### src/rtl/first_fit_heap_allocator_defines.svh
// Assertion macros for the allocator RTL
`ifndef FIRST_FIT_HEAP_ALLOCATOR_DEFINES_SVH
`define FIRST_FIT_HEAP_ALLOCATOR_DEFINES_SVH

// same-cycle property, checked out of reset
`define FFA_ASSERT(lbl, prop, msg) \
	lbl: assert property (@(posedge clk) disable iff (!arst_n) (prop)) else $error(msg);

// next-cycle implication
`define FFA_ASSERT_NEXT(lbl, ante, cons, msg) \
	lbl: assert property (@(posedge clk) disable iff (!arst_n) (ante) |=> (cons)) else $error(msg);

`endif

### src/rtl/ffa_pkg.sv
// Types and constants of the first-fit heap allocator
package ffa_pkg;

	localparam int HEAP_BYTES = 1048576;
	localparam int HDR_BYTES  = 40;
	localparam int ALIGN      = 8;
	localparam int MAX_BLOCKS = 1024;

	localparam int IDX_W  = $clog2(MAX_BLOCKS);
	localparam int LINK_W = IDX_W + 1;
	localparam int ADDR_W = 20;
	localparam int LEN_W  = 20;
	localparam int REQ_W  = 21;
	localparam int SUM_W  = 22;

	localparam logic [LINK_W-1:0] NONE = LINK_W'(MAX_BLOCKS);

	typedef enum logic {
		OP_ALLOC = 1'b0,
		OP_FREE  = 1'b1
	} op_t;

	typedef enum logic [2:0] {
		STS_OK      = 3'd0,
		STS_NULL    = 3'd1,
		STS_NO_FIT  = 3'd2,
		STS_BAD_PTR = 3'd3,
		STS_DBL_FREE = 3'd4
	} status_t;

	typedef struct packed {
		logic [ADDR_W-1:0] start;
		logic [LEN_W-1:0]  length;
		logic              is_free;
		logic [LINK_W-1:0] next;
	} rec_t;

	typedef struct packed {
		logic              rd_en;
		logic [IDX_W-1:0]  rd_addr;
		logic              rec_we;
		logic [IDX_W-1:0]  rec_addr;
		rec_t              rec_data;
		logic              prev_we;
		logic [IDX_W-1:0]  prev_addr;
		logic [LINK_W-1:0] prev_data;
		logic              link_we;
		logic [IDX_W-1:0]  link_addr;
		logic [LINK_W-1:0] link_data;
	} mem_req_t;

	typedef struct packed {
		logic [SUM_W-1:0] a;
		logic [SUM_W-1:0] b;
		logic [SUM_W-1:0] c;
		logic             sub;
		logic             hdr;
	} alu_in_t;

	typedef struct packed {
		logic [SUM_W-1:0] sum;
		logic             ge_a;
		logic             ge_sum;
		logic             eq;
	} alu_out_t;

endpackage

### src/rtl/ffa_alu.sv
// Shared add/subtract and compare unit
module ffa_alu
	import ffa_pkg::*;
(
	input  alu_in_t  alu_in,
	output alu_out_t alu_out
);

	logic [SUM_W-1:0] hdr_add;
	logic [SUM_W-1:0] sum;

	assign hdr_add = alu_in.hdr ? SUM_W'(HDR_BYTES) : '0;

	always_comb begin
		if (alu_in.sub) begin
			sum = alu_in.a - alu_in.b - hdr_add;
		end else begin
			sum = alu_in.a + alu_in.b + hdr_add;
		end
	end

	assign alu_out.sum    = sum;
	assign alu_out.ge_a   = alu_in.c >= alu_in.a;
	assign alu_out.ge_sum = alu_in.c >= sum;
	assign alu_out.eq     = alu_in.c == sum;

endmodule

### config.mk
export PLATFORM = sky130hd
export DESIGN_NAME = ffa_alu
export DESIGN_NICKNAME = d
export VERILOG_FILES = /design/src/rtl/first_fit_heap_allocator_defines.svh /design/src/rtl/ffa_pkg.sv /design/src/rtl/ffa_alu.sv
export SDC_FILE = /design/constraint.sdc
export NUM_CORES = 1
export LEC_CHECK = 0
export ABC_CLOCK_PERIOD_IN_PS = 6400
export CELL_PAD_IN_SITES_DETAIL_PLACEMENT = 1
export CELL_PAD_IN_SITES_GLOBAL_PLACEMENT = 2
export CORE_ASPECT_RATIO = 0.8
export CORE_MARGIN = 2
export CORE_UTILIZATION = 25
export DETAILED_ROUTE_END_ITERATION = 12
export DONT_BUFFER_PORTS = 1
export GPL_TIMING_DRIVEN = 1
export MAX_ROUTING_LAYER = met4
export PLACE_DENSITY_LB_ADDON = 0.1
export SLEW_MARGIN = 0
export SYNTH_ARGS = -nofsm -noshare
export SYNTH_HDL_FRONTEND = slang
export SYNTH_SLANG_ARGS = --single-unit
export TNS_END_PERCENT = 100
### constraint.sdc
create_clock -name vclk -period 6.4
set_input_delay 0 -clock vclk [all_inputs]
set_output_delay 0 -clock vclk [all_outputs]
set_load 0.05 [all_outputs]
==> results.py <==
metrics = {
    "run_status": {
        "status": "completed",
    },
    "route": {
        "post-route-drc-count": 0,
        "drt-total-wl_microns": 13900,
        "vias": 3731,
        "post_drt_wl_per_cell_microns": 18.2,
        "detail_route.iter0.violations": 111,
        "ant_nets": 0,
        "via_per_inst": 4.90,
        "first_pass_iters": 4,
    },
    "worst_hold_path": {
        "hp-class": "in -> out",
        "holdCritStartpoint": "alu_in[1]",
    },
    "setup_path": {
        "cp-start-kind": "input pin",
        "critPathRequiredTime_ns": 6.40,
        "crit_fanout": 4,
        "crit_start": "alu_in[25]",
        "arrival_ns": 4.78,
        "critPathCapture": "alu_out[1]",
        "path_class": "in -> out",
        "crit_path_end_kind": "output port",
    },
    "global_route": {
        "grt_pass1_vias": 3925,
        "grt_pass1_wl_microns": 21800,
        "grt_overflow": 0,
        "grt_max_degree": 33,
        "track_usage_pct": 15.8,
        "antenna_found_initial": 0,
    },
    "yosys": {
        "synth_area_sq_um": 4190,
        "synthesis.instances": 547,
        "synth_nets": 742,
        "synth.distinct_cells": 62,
        "yosysSeqAreaShare_pct": 0,
        "syn_area_per_cell_sq_um": 7.67,
        "ys.warnings.count": 0,
    },
    "die": {
        "die_w_microns": 149,
        "fp.dieH_microns": 120,
        "core.rowCount": 42,
        "die-area_sq_um": 17800,
        "start_util_pct": 25.4,
        "ioPinCount": 93,
        "core_sq_um": 16500,
    },
    "final_layout": {
        "final_cells": 762,
        "finalInstanceArea_sq_um": 4470,
        "n_clock_buffer": 0,
        "nNetsFinal": 739,
        "nFillCells": 2040,
        "drive_gt1_share_pct": 6.83,
        "area_growth_pct": 6.65,
        "regArea_sq_um": 0,
        "final_util_pct": 27.1,
        "diodes": 0,
        "seq_cell_count": 0,
    },
    "pwr": {
        "p_clk_share_pct": 0,
        "powerDensity_nw_per_um2": 178,
        "leakage_nw": 2.28,
        "p_sw_mw": 0.524,
        "power.ir.vdd_worst_v": 0.0000512,
        "p_int_mw": 0.274,
        "swShare_pct": 65.7,
        "combinationalPowerShare_pct": 100.0,
        "power_frac_seq_pct": 0,
    },
    "timing": {
        "setup_violations": 0,
        "fin_crit_sh_pct": 74.6,
        "finalHoldViolCount": 0,
        "setup_ws_ns": 1.62,
        "worstMarginPinSlew_ns": 1.18,
        "slew-limit-headroom_pct": 21.3,
        "rsz0062_at_grt": "false",
        "maxSlewViolCount": 0,
        "setup_tns_ns": 0,
        "fin_crit_ns": 4.78,
        "clock.fmax_ghz": 0.209,
    },
    "placement": {
        "buffer_ports.inserted": 0,
        "dp_slack_ns": 1.58,
        "place_inst": 762,
        "dp_hpwl_microns": 12600,
        "place.gp.congestion": 0.804,
        "placed_area_sq_um": 4470,
    },
    "cts": {
        "ctsResizeCount": 0,
        "ctsHoldBuffers": 0,
        "postCtsSetupBuffers": 0,
    },
    "flow_run": {
        "drv_cap": 0,
    },
}
[cell usage in the layout, fill, tap and decap left out, types with 4 or more instances in the layout]
master | synthesis | final
ha_1 | 120 | 120
inv_1 | 83 | 83
a21oi_1 | 44 | 44
xnor2_1 | 30 | 30
nand2_1 | 29 | 29
a21o_1 | 27 | 27
nor2_1 | 27 | 27
o21ai_0 | 17 | 16
nor3_1 | 13 | 12
nand2b_1 | 10 | 10
nand4_1 | 10 | 10
nor2b_1 | 9 | 9
xor2_1 | 9 | 9
mux2_2 | 9 | 9
mux2i_1 | 8 | 8
nand3_1 | 7 | 7
fa_1 | 7 | 7
a31oi_1 | 6 | 6
o21ai_1 | 5 | 6
o21a_1 | 5 | 5
a211oi_1 | 5 | 5
buf_4 | 1 | 5
o211ai_1 | 4 | 4
[stage by stage]
stage                     power (mW)  hold WS [ns]
after global routing           0.885         0.269
after detailed placement       0.806         0.256
after CTS                      0.811         0.256
final                          0.798         0.274
after global placement         0.802         0.251
after floorplan                0.637         0.327
[Yosys cell counts, types with 4 or more instances]
master      n  area [sq um]
a21o_1     27           203
nand4_1    10          62.6
nand2_1    29           109
a31oi_1     6          37.5
o21a_1      5          37.5
o21ai_1     5          25.0
ha_1      120          1500
mux2i_1     8          80.1
clkbuf_1    6          22.5
nor2_1     27           101
o211ai_1    4          30.0
a211oi_1    5          37.5
nor3_1     13          65.1
xnor2_1    30           263
nor2b_1     9          56.3
fa_1        7           140
xor2_1      9          78.8
inv_1      83           312
a21oi_1    44           220
nand3_1     7          35.0
o21ai_0    17          85.1
nand2b_1   10          62.6
mux2_2      9           101
[cell type report]
class,instances,area (sq um),area share (%)
multi-input combinational,453,3840,86.0
inverter,84,315,7.05
tap,220,275,6.15
timing repair buffer,5,37.5,0.839
[critical path, stage by stage]
cell	delay (ns)
ha_1	0.26
ha_1	0.21
inv_1	0.07
fa_1	0.39
nand2b_1	0.21
a2111oi_0	0.49
o31ai_2	0.14
a21boi_2	0.27
o41ai_4	0.13
o211ai_1	0.31
a21oi_1	0.13
xnor2_1	0.20
mux2i_1	0.13
ha_1	0.34
nand4_1	0.18
or4_1	0.55
nor3_2	0.18
buf_4	0.23
nor4b_1	0.08
o31ai_2	0.26
[power by group through the flow]
stage               sequential [mW]  combinational, mW  clock, mW
global route                      0              0.885          0
finish                            0              0.798          0
detailed placement                0              0.806          0
CTS                               0              0.811          0
global placement                  0              0.802          0
floorplan                         0              0.637          0
[worst min-delay path by stage]
stage	endpoint	cells past startpoint
2_1_floorplan	alu_out[3]	3
3_3_place_gp	alu_out[8]	2
3_5_place_dp	alu_out[8]	2
4_1_cts	alu_out[5]	2
5_1_grt	alu_out[8]	2
6_report	alu_out[8]	2
[layer usage]
layer / share of wire, % / GRT usage [%] / wire length (microns)
met5: 0 / - / 0
met3: 4.8 / 1.41 / 664
met2: 41 / 24.5 / 5730
met4: 0 / 0 / 0
met1: 54 / 23.9 / 7490
[logic make-up (layout without fill, tap and decap cells)]
group | count (synthesis) | count (layout) | synth area share, %
compound gates | 144 | 144 | 23.9
fa+ha+maj | 127 | 127 | 39.1
xor+xnor | 39 | 39 | 8.14
mux | 18 | 18 | 4.68
buf+inv | 94 | 89 | 8.68
simple gates | 125 | 125 | 15.4
Note: power is estimated with default switching activity, not from simulation.
