**src/rtl/first_fit_heap_allocator_defines.svh**
```systemverilog
// Assertion macros for the allocator RTL
`ifndef FIRST_FIT_HEAP_ALLOCATOR_DEFINES_SVH
`define FIRST_FIT_HEAP_ALLOCATOR_DEFINES_SVH

// same-cycle property, checked out of reset
`define FFA_ASSERT(lbl, prop, msg) \
	lbl: assert property (@(posedge clk) disable iff (!arst_n) (prop)) else $error(msg);

// next-cycle implication
`define FFA_ASSERT_NEXT(lbl, ante, cons, msg) \
	lbl: assert property (@(posedge clk) disable iff (!arst_n) (ante) |=> (cons)) else $error(msg);

`endif

```
**src/rtl/ffa_pkg.sv**
```systemverilog
// Types and constants of the first-fit heap allocator
package ffa_pkg;

	localparam int HEAP_BYTES = 1048576;
	localparam int HDR_BYTES  = 40;
	localparam int ALIGN      = 8;
	localparam int MAX_BLOCKS = 1024;

	localparam int IDX_W  = $clog2(MAX_BLOCKS);
	localparam int LINK_W = IDX_W + 1;
	localparam int ADDR_W = 20;
	localparam int LEN_W  = 20;
	localparam int REQ_W  = 21;
	localparam int SUM_W  = 22;

	localparam logic [LINK_W-1:0] NONE = LINK_W'(MAX_BLOCKS);

	typedef enum logic {
		OP_ALLOC = 1'b0,
		OP_FREE  = 1'b1
	} op_t;

	typedef enum logic [2:0] {
		STS_OK      = 3'd0,
		STS_NULL    = 3'd1,
		STS_NO_FIT  = 3'd2,
		STS_BAD_PTR = 3'd3,
		STS_DBL_FREE = 3'd4
	} status_t;

	typedef struct packed {
		logic [ADDR_W-1:0] start;
		logic [LEN_W-1:0]  length;
		logic              is_free;
		logic [LINK_W-1:0] next;
	} rec_t;

	typedef struct packed {
		logic              rd_en;
		logic [IDX_W-1:0]  rd_addr;
		logic              rec_we;
		logic [IDX_W-1:0]  rec_addr;
		rec_t              rec_data;
		logic              prev_we;
		logic [IDX_W-1:0]  prev_addr;
		logic [LINK_W-1:0] prev_data;
		logic              link_we;
		logic [IDX_W-1:0]  link_addr;
		logic [LINK_W-1:0] link_data;
	} mem_req_t;

	typedef struct packed {
		logic [SUM_W-1:0] a;
		logic [SUM_W-1:0] b;
		logic [SUM_W-1:0] c;
		logic             sub;
		logic             hdr;
	} alu_in_t;

	typedef struct packed {
		logic [SUM_W-1:0] sum;
		logic             ge_a;
		logic             ge_sum;
		logic             eq;
	} alu_out_t;

endpackage

```
**src/rtl/ffa_ctrl.sv**
```systemverilog
// Sequencer: list walk, split, merge and result register
`include "first_fit_heap_allocator_defines.svh"
module ffa_ctrl
	import ffa_pkg::*;
(
	input  logic              clk,
	input  logic              arst_n,
	input  logic              in_valid,
	output logic              in_ready,
	input  logic              in_op,
	input  logic [REQ_W-1:0]  in_req,
	input  logic [ADDR_W-1:0] in_addr,
	output logic              out_valid,
	input  logic              out_ready,
	output logic [ADDR_W-1:0] out_addr,
	output logic [LEN_W-1:0]  out_len,
	output logic [2:0]        out_status,
	output mem_req_t          mem_req,
	input  rec_t              rd_rec,
	input  logic [LINK_W-1:0] rd_prev,
	input  logic [LINK_W-1:0] rd_link,
	output alu_in_t           alu_in,
	input  alu_out_t          alu_out
);

	typedef enum logic [12:0] {
		S_INIT  = 13'b0000000000001,
		S_IDLE  = 13'b0000000000010,
		S_RD    = 13'b0000000000100,
		S_CHK   = 13'b0000000001000,
		S_SPA   = 13'b0000000010000,
		S_SPB   = 13'b0000000100000,
		S_SPC   = 13'b0000001000000,
		S_NXRD  = 13'b0000010000000,
		S_NXCHK = 13'b0000100000000,
		S_WRB   = 13'b0001000000000,
		S_PVRD  = 13'b0010000000000,
		S_PVCHK = 13'b0100000000000,
		S_DONE  = 13'b1000000000000
	} state_t;

	state_t            state_q, state_d;
	op_t               op_q;
	logic [SUM_W-1:0]  n_q;
	logic [ADDR_W-1:0] addr_q;
	logic [IDX_W-1:0]  cur_q;
	rec_t              rec_q;
	logic [LINK_W-1:0] prev_q;
	logic [IDX_W-1:0]  nb_q;
	logic [ADDR_W-1:0] nstart_q;
	logic [LINK_W-1:0] head_q;
	logic [LINK_W-1:0] fresh_q;
	status_t           sts_q;
	logic              grant_q;
	logic              out_valid_q;
	logic [ADDR_W-1:0] out_addr_q;
	logic [LEN_W-1:0]  out_len_q;
	status_t           out_sts_q;
	logic              load;

	assign in_ready   = (state_q == S_IDLE);
	assign out_valid  = out_valid_q;
	assign out_addr   = out_addr_q;
	assign out_len    = out_len_q;
	assign out_status = out_sts_q;
	assign load       = (state_q == S_DONE) && (!out_valid_q || out_ready);

	// operand select for the shared unit
	always_comb begin
		alu_in = '0;
		unique case (state_q)
			S_IDLE: begin
				alu_in.a = SUM_W'(in_req);
				alu_in.b = SUM_W'(ALIGN - 1);
			end
			S_CHK: begin
				if (op_q == OP_ALLOC) begin
					alu_in.a   = n_q;
					alu_in.b   = SUM_W'(ALIGN);
					alu_in.hdr = 1'b1;
					alu_in.c   = SUM_W'(rd_rec.length);
				end else begin
					alu_in.a   = SUM_W'(rd_rec.start);
					alu_in.hdr = 1'b1;
					alu_in.c   = SUM_W'(addr_q);
				end
			end
			S_SPA: begin
				alu_in.a   = SUM_W'(rec_q.start);
				alu_in.b   = n_q;
				alu_in.hdr = 1'b1;
			end
			S_SPB: begin
				alu_in.a   = SUM_W'(rec_q.length);
				alu_in.b   = n_q;
				alu_in.sub = 1'b1;
				alu_in.hdr = 1'b1;
			end
			S_NXCHK: begin
				alu_in.a   = SUM_W'(rec_q.length);
				alu_in.b   = SUM_W'(rd_rec.length);
				alu_in.hdr = 1'b1;
			end
			S_PVCHK: begin
				alu_in.a   = SUM_W'(rd_rec.length);
				alu_in.b   = SUM_W'(rec_q.length);
				alu_in.hdr = 1'b1;
			end
			S_DONE: begin
				alu_in.a   = SUM_W'(rec_q.start);
				alu_in.hdr = 1'b1;
			end
			default: begin
				alu_in = '0;
			end
		endcase
	end

	// memory requests and next state
	always_comb begin
		mem_req = '0;
		state_d = state_q;
		unique case (state_q)
			S_INIT: begin
				mem_req.rec_we         = 1'b1;
				mem_req.rec_addr       = '0;
				mem_req.rec_data.start = '0;
				mem_req.rec_data.length = LEN_W'(HEAP_BYTES - HDR_BYTES);
				mem_req.rec_data.is_free = 1'b1;
				mem_req.rec_data.next  = NONE;
				mem_req.prev_we        = 1'b1;
				mem_req.prev_addr      = '0;
				mem_req.prev_data      = NONE;
				state_d = S_IDLE;
			end
			S_IDLE: begin
				if (in_valid) begin
					if (in_op == OP_ALLOC) begin
						state_d = (in_req == '0) ? S_DONE : S_RD;
					end else begin
						state_d = (in_addr == '0) ? S_DONE : S_RD;
					end
				end
			end
			S_RD: begin
				mem_req.rd_en   = 1'b1;
				mem_req.rd_addr = cur_q;
				state_d = S_CHK;
			end
			S_CHK: begin
				if (op_q == OP_ALLOC) begin
					if (rd_rec.is_free && alu_out.ge_a) begin
						if (alu_out.ge_sum && head_q != NONE) begin
							state_d = S_SPA;
						end else begin
							mem_req.rec_we   = 1'b1;
							mem_req.rec_addr = cur_q;
							mem_req.rec_data = rd_rec;
							mem_req.rec_data.is_free = 1'b0;
							state_d = S_DONE;
						end
					end else if (rd_rec.next == NONE) begin
						state_d = S_DONE;
					end else begin
						state_d = S_RD;
					end
				end else begin
					if (alu_out.eq) begin
						if (rd_rec.is_free) begin
							state_d = S_DONE;
						end else if (rd_rec.next != NONE) begin
							state_d = S_NXRD;
						end else begin
							state_d = S_WRB;
						end
					end else if (rd_rec.next == NONE) begin
						state_d = S_DONE;
					end else begin
						state_d = S_RD;
					end
				end
			end
			S_SPA: begin
				mem_req.rd_en   = 1'b1;
				mem_req.rd_addr = head_q[IDX_W-1:0];
				state_d = S_SPB;
			end
			S_SPB: begin
				mem_req.rec_we   = 1'b1;
				mem_req.rec_addr = nb_q;
				mem_req.rec_data.start   = nstart_q;
				mem_req.rec_data.length  = alu_out.sum[LEN_W-1:0];
				mem_req.rec_data.is_free = 1'b1;
				mem_req.rec_data.next    = rec_q.next;
				mem_req.prev_we   = 1'b1;
				mem_req.prev_addr = nb_q;
				mem_req.prev_data = {1'b0, cur_q};
				state_d = S_SPC;
			end
			S_SPC: begin
				mem_req.rec_we   = 1'b1;
				mem_req.rec_addr = cur_q;
				mem_req.rec_data.start   = rec_q.start;
				mem_req.rec_data.length  = n_q[LEN_W-1:0];
				mem_req.rec_data.is_free = 1'b0;
				mem_req.rec_data.next    = {1'b0, nb_q};
				if (rec_q.next != NONE) begin
					mem_req.prev_we   = 1'b1;
					mem_req.prev_addr = rec_q.next[IDX_W-1:0];
					mem_req.prev_data = {1'b0, nb_q};
				end
				state_d = S_DONE;
			end
			S_NXRD: begin
				mem_req.rd_en   = 1'b1;
				mem_req.rd_addr = rec_q.next[IDX_W-1:0];
				state_d = S_NXCHK;
			end
			S_NXCHK: begin
				if (rd_rec.is_free) begin
					if (rd_rec.next != NONE) begin
						mem_req.prev_we   = 1'b1;
						mem_req.prev_addr = rd_rec.next[IDX_W-1:0];
						mem_req.prev_data = {1'b0, cur_q};
					end
					mem_req.link_we   = 1'b1;
					mem_req.link_addr = rec_q.next[IDX_W-1:0];
					mem_req.link_data = head_q;
				end
				state_d = S_WRB;
			end
			S_WRB: begin
				mem_req.rec_we   = 1'b1;
				mem_req.rec_addr = cur_q;
				mem_req.rec_data = rec_q;
				mem_req.rec_data.is_free = 1'b1;
				state_d = (prev_q != NONE) ? S_PVRD : S_DONE;
			end
			S_PVRD: begin
				mem_req.rd_en   = 1'b1;
				mem_req.rd_addr = prev_q[IDX_W-1:0];
				state_d = S_PVCHK;
			end
			S_PVCHK: begin
				if (rd_rec.is_free) begin
					mem_req.rec_we   = 1'b1;
					mem_req.rec_addr = prev_q[IDX_W-1:0];
					mem_req.rec_data.start   = rd_rec.start;
					mem_req.rec_data.length  = alu_out.sum[LEN_W-1:0];
					mem_req.rec_data.is_free = 1'b1;
					mem_req.rec_data.next    = rec_q.next;
					if (rec_q.next != NONE) begin
						mem_req.prev_we   = 1'b1;
						mem_req.prev_addr = rec_q.next[IDX_W-1:0];
						mem_req.prev_data = prev_q;
					end
					mem_req.link_we   = 1'b1;
					mem_req.link_addr = cur_q;
					mem_req.link_data = head_q;
				end
				state_d = S_DONE;
			end
			S_DONE: begin
				if (load) begin
					state_d = S_IDLE;
				end
			end
			default: begin
				state_d = S_INIT;
			end
		endcase
	end

	always_ff @(posedge clk or negedge arst_n) begin
		if (!arst_n) begin
			state_q     <= S_INIT;
			head_q      <= LINK_W'(1);
			fresh_q     <= LINK_W'(1);
			out_valid_q <= 1'b0;
		end else begin
			state_q <= state_d;
			if (load) begin
				out_valid_q <= 1'b1;
			end else if (out_ready) begin
				out_valid_q <= 1'b0;
			end
			unique case (state_q)
				S_SPB: begin
					if (head_q == fresh_q) begin
						head_q  <= fresh_q + LINK_W'(1);
						fresh_q <= fresh_q + LINK_W'(1);
					end else begin
						head_q <= rd_link;
					end
				end
				S_NXCHK: begin
					if (rd_rec.is_free) begin
						head_q <= rec_q.next;
					end
				end
				S_PVCHK: begin
					if (rd_rec.is_free) begin
						head_q <= {1'b0, cur_q};
					end
				end
				default: begin
				end
			endcase
		end
	end

	always_ff @(posedge clk) begin
		unique case (state_q)
			S_IDLE: begin
				op_q    <= op_t'(in_op);
				n_q     <= SUM_W'((alu_out.sum / ALIGN) * ALIGN);
				addr_q  <= in_addr;
				cur_q   <= '0;
				grant_q <= 1'b0;
				sts_q   <= STS_NULL;
			end
			S_CHK: begin
				rec_q  <= rd_rec;
				prev_q <= rd_prev;
				if (op_q == OP_ALLOC) begin
					if (rd_rec.is_free && alu_out.ge_a) begin
						grant_q <= 1'b1;
						sts_q   <= STS_OK;
					end else begin
						cur_q <= rd_rec.next[IDX_W-1:0];
						sts_q <= STS_NO_FIT;
					end
				end else begin
					if (alu_out.eq) begin
						sts_q <= rd_rec.is_free ? STS_DBL_FREE : STS_OK;
					end else begin
						cur_q <= rd_rec.next[IDX_W-1:0];
						sts_q <= STS_BAD_PTR;
					end
				end
			end
			S_SPA: begin
				nstart_q <= alu_out.sum[ADDR_W-1:0];
				nb_q     <= head_q[IDX_W-1:0];
			end
			S_SPC: begin
				rec_q.length <= n_q[LEN_W-1:0];
			end
			S_NXCHK: begin
				if (rd_rec.is_free) begin
					rec_q.length <= alu_out.sum[LEN_W-1:0];
					rec_q.next   <= rd_rec.next;
				end
			end
			S_DONE: begin
				if (load) begin
					out_addr_q <= grant_q ? alu_out.sum[ADDR_W-1:0] : '0;
					out_len_q  <= grant_q ? rec_q.length : '0;
					out_sts_q  <= sts_q;
				end
			end
			default: begin
			end
		endcase
	end

	`FFA_ASSERT(a_head_fresh, head_q <= fresh_q, "spare head beyond fresh mark")
	`FFA_ASSERT_NEXT(a_one_req, in_valid && in_ready, !in_ready, "request overlap")
	`FFA_ASSERT(a_fail_zero, !(out_valid_q && out_sts_q != STS_OK && op_q == OP_ALLOC) || (out_addr_q == '0 && out_len_q == '0), "failed allocate carries data")

endmodule

```
**config.mk**
```make
export PLATFORM = sky130hd
export DESIGN_NAME = ffa_ctrl
export DESIGN_NICKNAME = d
export VERILOG_FILES = /design/src/rtl/ffa_pkg.sv /design/src/rtl/ffa_ctrl.sv
export VERILOG_INCLUDE_DIRS = /design/src /design/src/rtl
export SDC_FILE = /design/constraint.sdc
export NUM_CORES = 1
export LEC_CHECK = 0
export BUFFER_PORTS_ARGS = -buffer_cell sky130_fd_sc_hd__clkbuf_2
export CORE_ASPECT_RATIO = 1.2
export CORE_MARGIN = 8
export CORE_UTILIZATION = 44
export DETAILED_ROUTE_END_ITERATION = 8
export PLACE_DENSITY = 0.75
export SLEW_MARGIN = 20
export SYNTH_ARGS = -nofsm -noshare
export SYNTH_HDL_FRONTEND = slang
export SYNTH_SLANG_ARGS = --single-unit
```
**constraint.sdc**
```tcl
create_clock -name clk -period 5.9 [get_ports clk]
set_input_delay 0.59 -clock clk [delete_from_list [all_inputs] [get_ports clk]]
set_output_delay 0.59 -clock clk [all_outputs]
set_load 0.005 [all_outputs]
```
==> implementation parameters, run 1 <==
Parameter                              Value

Clock tree
  Num Clock Sinks ... 225
  Post-cts resize count ... 0
  CTS H-tree lvls ... 1
  CTS Hold Buffers Added ... 0
  Clock insertion delay at the later pin of the skew report ... 0.53 ns
  Clock transition at the register clock pins on the worst setup and hold paths after CTS ... 0.06 ns
  Buffer depth of the longest clock path ... 3
  Clock Tree Root ... clkbuf_16
  Clock tree from TritonCTS ... built
  Number of post-CTS setup repair buffers ... 0
  TritonCTS Buffers ... 25

Logic synthesis
  Average cell area after synthesis ... 10.53 µm²
  Post-synth EDFFs ... 189
  Synthesis Warnings ... 0
  Fraction of synthesis flops using an asynchronous set or reset pin ... 0.1600
  #FFs+latches synth ... 225
  Netlist area before placement ... 12170 µm²
  Commonest register cell after synthesis ... edfxtp_1
  Count of mapped cells out of synthesis ... 1155
  Fraction of the yosys area taken by sequential cells ... 0.5408
  Count of cell types in the netlist ... 63

Run status
  Run status ... complete, but fails checks
  Violations in the final reports ... DRC

Timing
  FMAX ... 0.2076 GHz
  Max transition margin ... 0.2466
  Tightest hold margin ... 0.1751 ns
  Unrepaired setup endpoints after global routing ... no
  Clock period minus final worst setup slack ... 4.816 ns
  Worst slew pin tran ... 1.125 ns
  Fin. max-slew vios ... 0
  Final TNS setup ... 0 ns
  Hold violation total from the final report ... 0
  Maximum clock skew at final layout ... 0.02137 ns
  Final cycle utilization of the critical path ... 0.8163
  Endpoints failing setup ... 0

Pwr
  Part of the power in combinational logic ... 0.228
  Cell internal power dissipation ... 3.274 mW
  Leakage component of the power ... 6.741 nW
  Tot Pwr ... 4.681 mW
  Switching part of the total power ... 0.3005
  Switch Pwr ... 1.407 mW
  Cell Pwr Density ... 308.9 nW/µm²
  Part of the power in the clock network ... 0.345
  Maximum ir drop on the vdd rail ... 165.4 µV
  Sequential fraction of design power ... 0.427

Route
  Final wirelength ... 52.34 mm
  Vias ... 11860
  1st-pass router iterations ... 9
  WL/cell ... 28.28 µm
  Post-route DRC violation count ... 23
  Antenna Violating Nets Remaining ... 0
  Vias per std cell ... 6.407
  Detailed Route Iter0 Violations ... 1644

Global routing
  Global-route wire length before repair ... 76.42 mm
  GRT overflow ... 0
  Number of global-route vias before repair ... 11930
  Number of antenna violations at the first check in global routing ... 0
  Pin count of the biggest net entering global routing ... 56
  Overall track demand over capacity in global routing ... 0.3008

Placement
  Number of cells in the design after placement ... 1806
  RD Place Congestion ... 0.9862
  Post-DP HPWL ... 37.64 mm
  Placed cell area ... 14320 µm²
  Port bufs ... 373

Floorplanning
  Area of the die ... 33250 µm²
  Core region area ... 27170 µm²
  Die Wd ... 167.8 µm
  Die Y ... 198.2 µm
  Row cnt ... 66
  Initial core utilization ... 0.4479
  # IOs ... 376

Hold path
  Path class of the lowest-slack min-delay path ... in2async

Critical path
  Endpoint arrival time on the critical path ... 4.23 ns
  Critical path required time ... 5.31 ns
  Critical Setup Path Class ... reg2out
  Category of the worst setup path capture point ... primary output
  Setup crit start kind ... flop
  Maximum fanout along the worst path ... 20

Final layout
  Final instance area ... 15150 µm²
  Layout fillers ... 2390
  Share of post-route cells with drive strength above 1 ... 0.3084
  Commonest non-fill, non-tap cells in the layout ... clkbuf_2, edfxtp_1, nand2_1
  Finished Layout Cells ... 1851
  Antenna diode instance count ... 0
  Most common cell after layout, fill and taps aside ... clkbuf_2
  Count of nets after finishing ... 1639
  Syn-to-layout area delta ... 24.51%

Flow run
  Max cap viols ... 0
==> metrics by stage <==
stage,setup slack [ns],util
after CTS,1.230,0.5577
after detailed placement,1.775,0.5270
after global placement,1.825,0.5269
after floorplan,2.451,-
after global routing,1.019,0.5577
final,1.084,0.5577
==> cell usage after synthesis (3+ instances only) <==
| cell | instances | share of area |
|---|---|---|
| a21o_1 | 3 | 0.0019 |
| a21oi_1 | 24 | 0.0099 |
| a221o_1 | 34 | 0.028 |
| a222oi_1 | 44 | 0.036 |
| a22o_1 | 11 | 0.0079 |
| a22oi_1 | 62 | 0.038 |
| a31oi_1 | 9 | 0.0046 |
| and2_1 | 70 | 0.036 |
| and3_1 | 7 | 0.0036 |
| buf_1 | 8 | 0.0025 |
| buf_2 | 38 | 0.016 |
| buf_4 | 7 | 0.0043 |
| clkbuf_1 | 31 | 0.0096 |
| dfrtp_1 | 33 | 0.068 |
| dfstp_2 | 3 | 0.0065 |
| edfxtp_1 | 189 | 0.47 |
| inv_1 | 48 | 0.015 |
| mux2i_1 | 39 | 0.032 |
| nand2_1 | 178 | 0.055 |
| nand2b_1 | 3 | 0.0015 |
| nand3_1 | 75 | 0.031 |
| nand4_1 | 10 | 0.0051 |
| nor2_1 | 73 | 0.023 |
| nor2_2 | 3 | 0.0015 |
| nor2b_1 | 13 | 0.0067 |
| nor3_1 | 9 | 0.0037 |
| nor4_1 | 16 | 0.0082 |
| nor4b_1 | 5 | 0.0036 |
| o211ai_1 | 8 | 0.0049 |
| o21ai_0 | 8 | 0.0033 |
| o2bb2ai_1 | 9 | 0.0065 |
| or2_2 | 4 | 0.0021 |
| or3_1 | 5 | 0.0026 |
| or4_1 | 6 | 0.0037 |
| xnor2_1 | 27 | 0.019 |
| xor2_1 | 7 | 0.0050 |
==> sequential cells by signal, summed over array words and instances (netlist names) <==
| signal | cells |
|---|---|
| prev_q | 11 |
| n_q | 19 |
| out_valid | 1 |
| op_q | 1 |
| rec_q | 51 |
| state_q | 13 |
| out_addr | 20 |
| fresh_q | 11 |
| sts_q | 3 |
| nstart_q | 20 |
| out_status | 3 |
| out_len | 20 |
| head_q | 11 |
| addr_q | 20 |
| cur_q | 10 |
| grant_q | 1 |
| nb_q | 10 |
==> power groups by stage <==
stage	clock network [mW]	registers [mW]	logic, mW
3_5_place_dp	0	2.03	1.06
5_1_grt	1.69	2.01	1.14
2_1_floorplan	0	1.99	0.556
4_1_cts	1.63	1.99	1.07
3_3_place_gp	0	2.02	1.05
6_report	1.61	2.00	1.07
==> logic make-up after synthesis <==
| family | count (synthesis) | share of synthesized area |
|---|---|---|
| adders and majority gates | 1 | 0.001028 |
| muxes | 41 | 0.03393 |
| DFF | 225 | 0.5408 |
| AOI/OAI and AO/OA | 225 | 0.1499 |
| and+or+nand+nor | 495 | 0.2025 |
| buffers and inverters | 133 | 0.04709 |
| other | 1 | 0.0003082 |
| xor gates and xnor gates | 34 | 0.02447 |
==> critical path, cell delays in order, from the launching register on <==
cell	delay (ns)
dfrtp_1	0.47
or4_1	0.53
o31ai_1	0.55
nor4b_4	1.01
or2_2	0.70
a222oi_1	0.17
inv_1	0.15
clkbuf_2	0.13
==> final timing paths <==
| check | slack, ns | depth (start not counted) | end | start |
|---|---|---|---|---|
| worst max register to register | 2.42 | 6 | cur_q[4] | state_q[11] |
| worst min-delay path | 0.18 | 1 | head_q[8] | arst_n |
| worst min register to register | 0.42 | 0 | out_status[0] | sts_q[0] |
| worst max-delay path | 1.08 | 7 | mem_req[93] | head_q[6] |
| max in group asynchronous | 5.17 | 1 | fresh_q[7] | arst_n |
| min in group clk | 0.23 | 1 | prev_q[1] | rd_prev[1] |
==> area by class of cell <==
type	count	area, µm²	share of cell area
well taps	340	425.4	0.02808
inverters	49	183.9	0.01214
repair buffers	394	2037	0.1344
clock buffers	28	636.9	0.04203
multi-input cells	798	5091	0.3360
clock inverters	17	196.4	0.01297
flip-flops and latches	225	6580	0.4343
==> metal layers <==
metal  vias up  global-route usage  routed length (µm)
met5         -                   0                   0
met2      1050              0.4992               24780
met3       186             0.06535                6026
met1      5596              0.3593               18440
met4         0              0.1685                3090
li1       5028                   -                   -
Note: power is estimated with default switching activity, not from simulation.
==> inputs of run 2 (changes only) <==
- clock period: 5.9 -> 4.7 ns (I/O delays scaled with it)
==> run 2 against run 1 <==
The run now ends clean. Clock-buffer cell count rose by 3. Setup slack got worse by 1.0 ns. Combinational power rose by 24%. Final cell count rose by 0.27%. Final area rose by 0.39%. Sequential share of layout area fell by 0.17 points. Critical path depth rose by 1. Sequential power rose by 27%. Largest cell class unchanged. Highest routed layer unchanged.
==> implementation parameters, run 2 (same netlist as run 1, synthesis figures left out) <==
Parameter                              Value

Critical path
  CP max stage delay ... 0.71 ns
  Critical path's slowest cell ... o31ai_1
  Category of the worst setup path capture point ... primary output
  Endpoint arrival time on the critical path ... 4.14 ns
  Number of buffers and inverters on the critical path ... 3
  Critical path required time ... 4.23 ns
  Setup crit start kind ... flop
  Delay-heaviest family, CP ... simple AND/OR/NAND/NOR gates
  Critical path cell sequence ... or4b_1, o31ai_1, nor4b_4, buf_4, or2_1, a222oi_1, inv_1, clkbuf_2
  Maximum fanout along the worst path ... 24
  Critical Setup Path Class ... reg2out

Floorplanning
  Die Y ... 198.2 µm
  Area of the die ... 33250 µm²
  # IOs ... 376
  Core region area ... 27170 µm²
  Die Wd ... 167.8 µm
  Initial core utilization ... 0.4479
  Row cnt ... 66

Final layout
  Antenna diode instance count ... 0
  Commonest non-fill, non-tap cells in the layout ... clkbuf_2, edfxtp_1, nand2_1
  Syn-to-layout area delta ... 25.00%
  Layout fillers ... 2418
  Finished Layout Cells ... 1856
  Most common cell after layout, fill and taps aside ... clkbuf_2
  Share of post-route cells with drive strength above 1 ... 0.3080
  Flip-flop count of the largest register after layout ... 51
  Register bank with the most flops ... rec_q
  Combined flip-flop and latch cell area ... 6580 µm²
  Area of the multi-input gates ... 5084 µm²
  Count of nets after finishing ... 1643

Clock tree
  Number of post-CTS setup repair buffers ... 0
  TritonCTS Buffers ... 26
  CTS H-tree lvls ... 1
  Num Clock Sinks ... 225
  Clock insertion delay at the later pin of the skew report ... 0.54 ns
  CTS Hold Buffers Added ... 0
  Clock transition at the register clock pins on the worst setup and hold paths after CTS ... 0.06 ns
  Buffer depth of the longest clock path ... 3
  Clock Tree Root ... clkbuf_16
  Post-cts resize count ... 0
  Clock tree from TritonCTS ... built

Route
  Antenna Violating Nets Remaining ... 0
  Final wirelength ... 51.79 mm
  Vias ... 11800
  Post-route DRC violation count ... 0
  Detailed Route Iter0 Violations ... 1555
  1st-pass router iterations ... 7
  Vias per std cell ... 6.358
  WL/cell ... 27.90 µm

Placement
  Port bufs ... 373
  RD Place Congestion ... 1.001
  Post-DP HPWL ... 37.47 mm
  Number of cells in the design after placement ... 1809

Global routing
  Number of global-route vias before repair ... 11820
  Met1 layer usage reported by global route ... 0.3500
  Overall track demand over capacity in global routing ... 0.2978
  Global Route met3 Usage ... 0.07611
  GRT overflow ... 0
  Global-route wire length before repair ... 75.74 mm
  Pin count of the biggest net entering global routing ... 47
  Layer carrying the most global-route usage ... met2
  Met2 track demand over resource ... 0.5102
  Number of antenna violations at the first check in global routing ... 0

Timing
  FMAX ... 0.2168 GHz
  Final TNS setup ... 0 ns
  Worst slew pin tran ... 1.138 ns
  Endpoints failing setup ... 0
  Max transition margin ... 0.2393
  Fin. max-slew vios ... 0
  Maximum clock skew at final layout ... 0.01748 ns
  Final cycle utilization of the critical path ... 0.9813
  Clock period minus final worst setup slack ... 4.612 ns
  Unrepaired setup endpoints after global routing ... no
  Hold violation total from the final report ... 0

Pwr
  Cell Pwr Density ... 391.7 nW/µm²
  Maximum ir drop on the vdd rail ... 213.9 µV
  Leakage component of the power ... 6.778 nW
  Tot Pwr ... 5.958 mW

Hold path
  Path class of the lowest-slack min-delay path ... in2async

Flow run
  Max cap viols ... 0

Run status
  Run status ... completed
[run 2: cell count changes in the layout (fill, tap and decap cells not counted), moves of 2 or more]
cell       change
clkinv_1       +3
buf_4          +2
clkbuf_16      +2
inv_6          -2
[run 2: layer usage]
layer	share of wire	vias to the layer above	wire length, µm
li1	-	5033	-
met1	0.35	5634	18230
met2	0.48	979	24970
met3	0.12	155	6295
met4	0.044	0	2288
met5	0	-	0
[run 2: worst register-to-register path, delay by kind of cell (launching register included)]
| family | cells | cell delay [ns] |
|---|---|---|
| buf+inv | 2 | 0.91 |
| simple gates | 4 | 1.63 |
| mux | 1 | 0.40 |
| flops | 1 | 0.43 |
[run 2: final cells by class]
| class | count | area share |
|---|---|---|
| multi-input cells | 798 | 0.3342 |
| clock buffers | 31 | 0.04541 |
| well taps | 340 | 0.02797 |
| repair buffers | 397 | 0.1362 |
| flip-flops and latches | 225 | 0.4326 |
| clock inverters | 16 | 0.01143 |
| inverters | 49 | 0.01209 |
[run 2: per-stage QoR]
step | worst slack (ns) | instance area (µm²) | utilization | hold WS (ns)
after floorplan | 1.314 | 12170 | - | 0.1744
after global placement | 0.6780 | 14340 | 0.5279 | 0.4119
after detailed placement | 0.7588 | 14340 | 0.5279 | 0.4084
after CTS | 0.1465 | 15210 | 0.5597 | 0.09302
after global routing | 0.04201 | 15210 | 0.5598 | 0.09739
final | 0.08774 | 15210 | 0.5598 | 0.07909
[run 2: path summary, 6_finish.rpt]
path	start	to	slack, ns	cells after the start
max	head_q[1]	mem_req[99]	0.09	8
min	arst_n	head_q[1]	0.08	1
max reg2reg	state_q[11]	fresh_q[1]	1.22	7
min reg2reg	sts_q[2]	out_status[2]	0.42	0
max in group asynchronous	arst_n	state_q[2]	4.00	1
min in group clk	rd_prev[5]	prev_q[5]	0.11	1
[run 2: power by group]
part	switching [mW]	internal [mW]
Clock	0.825	1.26
Combinational	0.799	0.533
Sequential	0.157	2.38
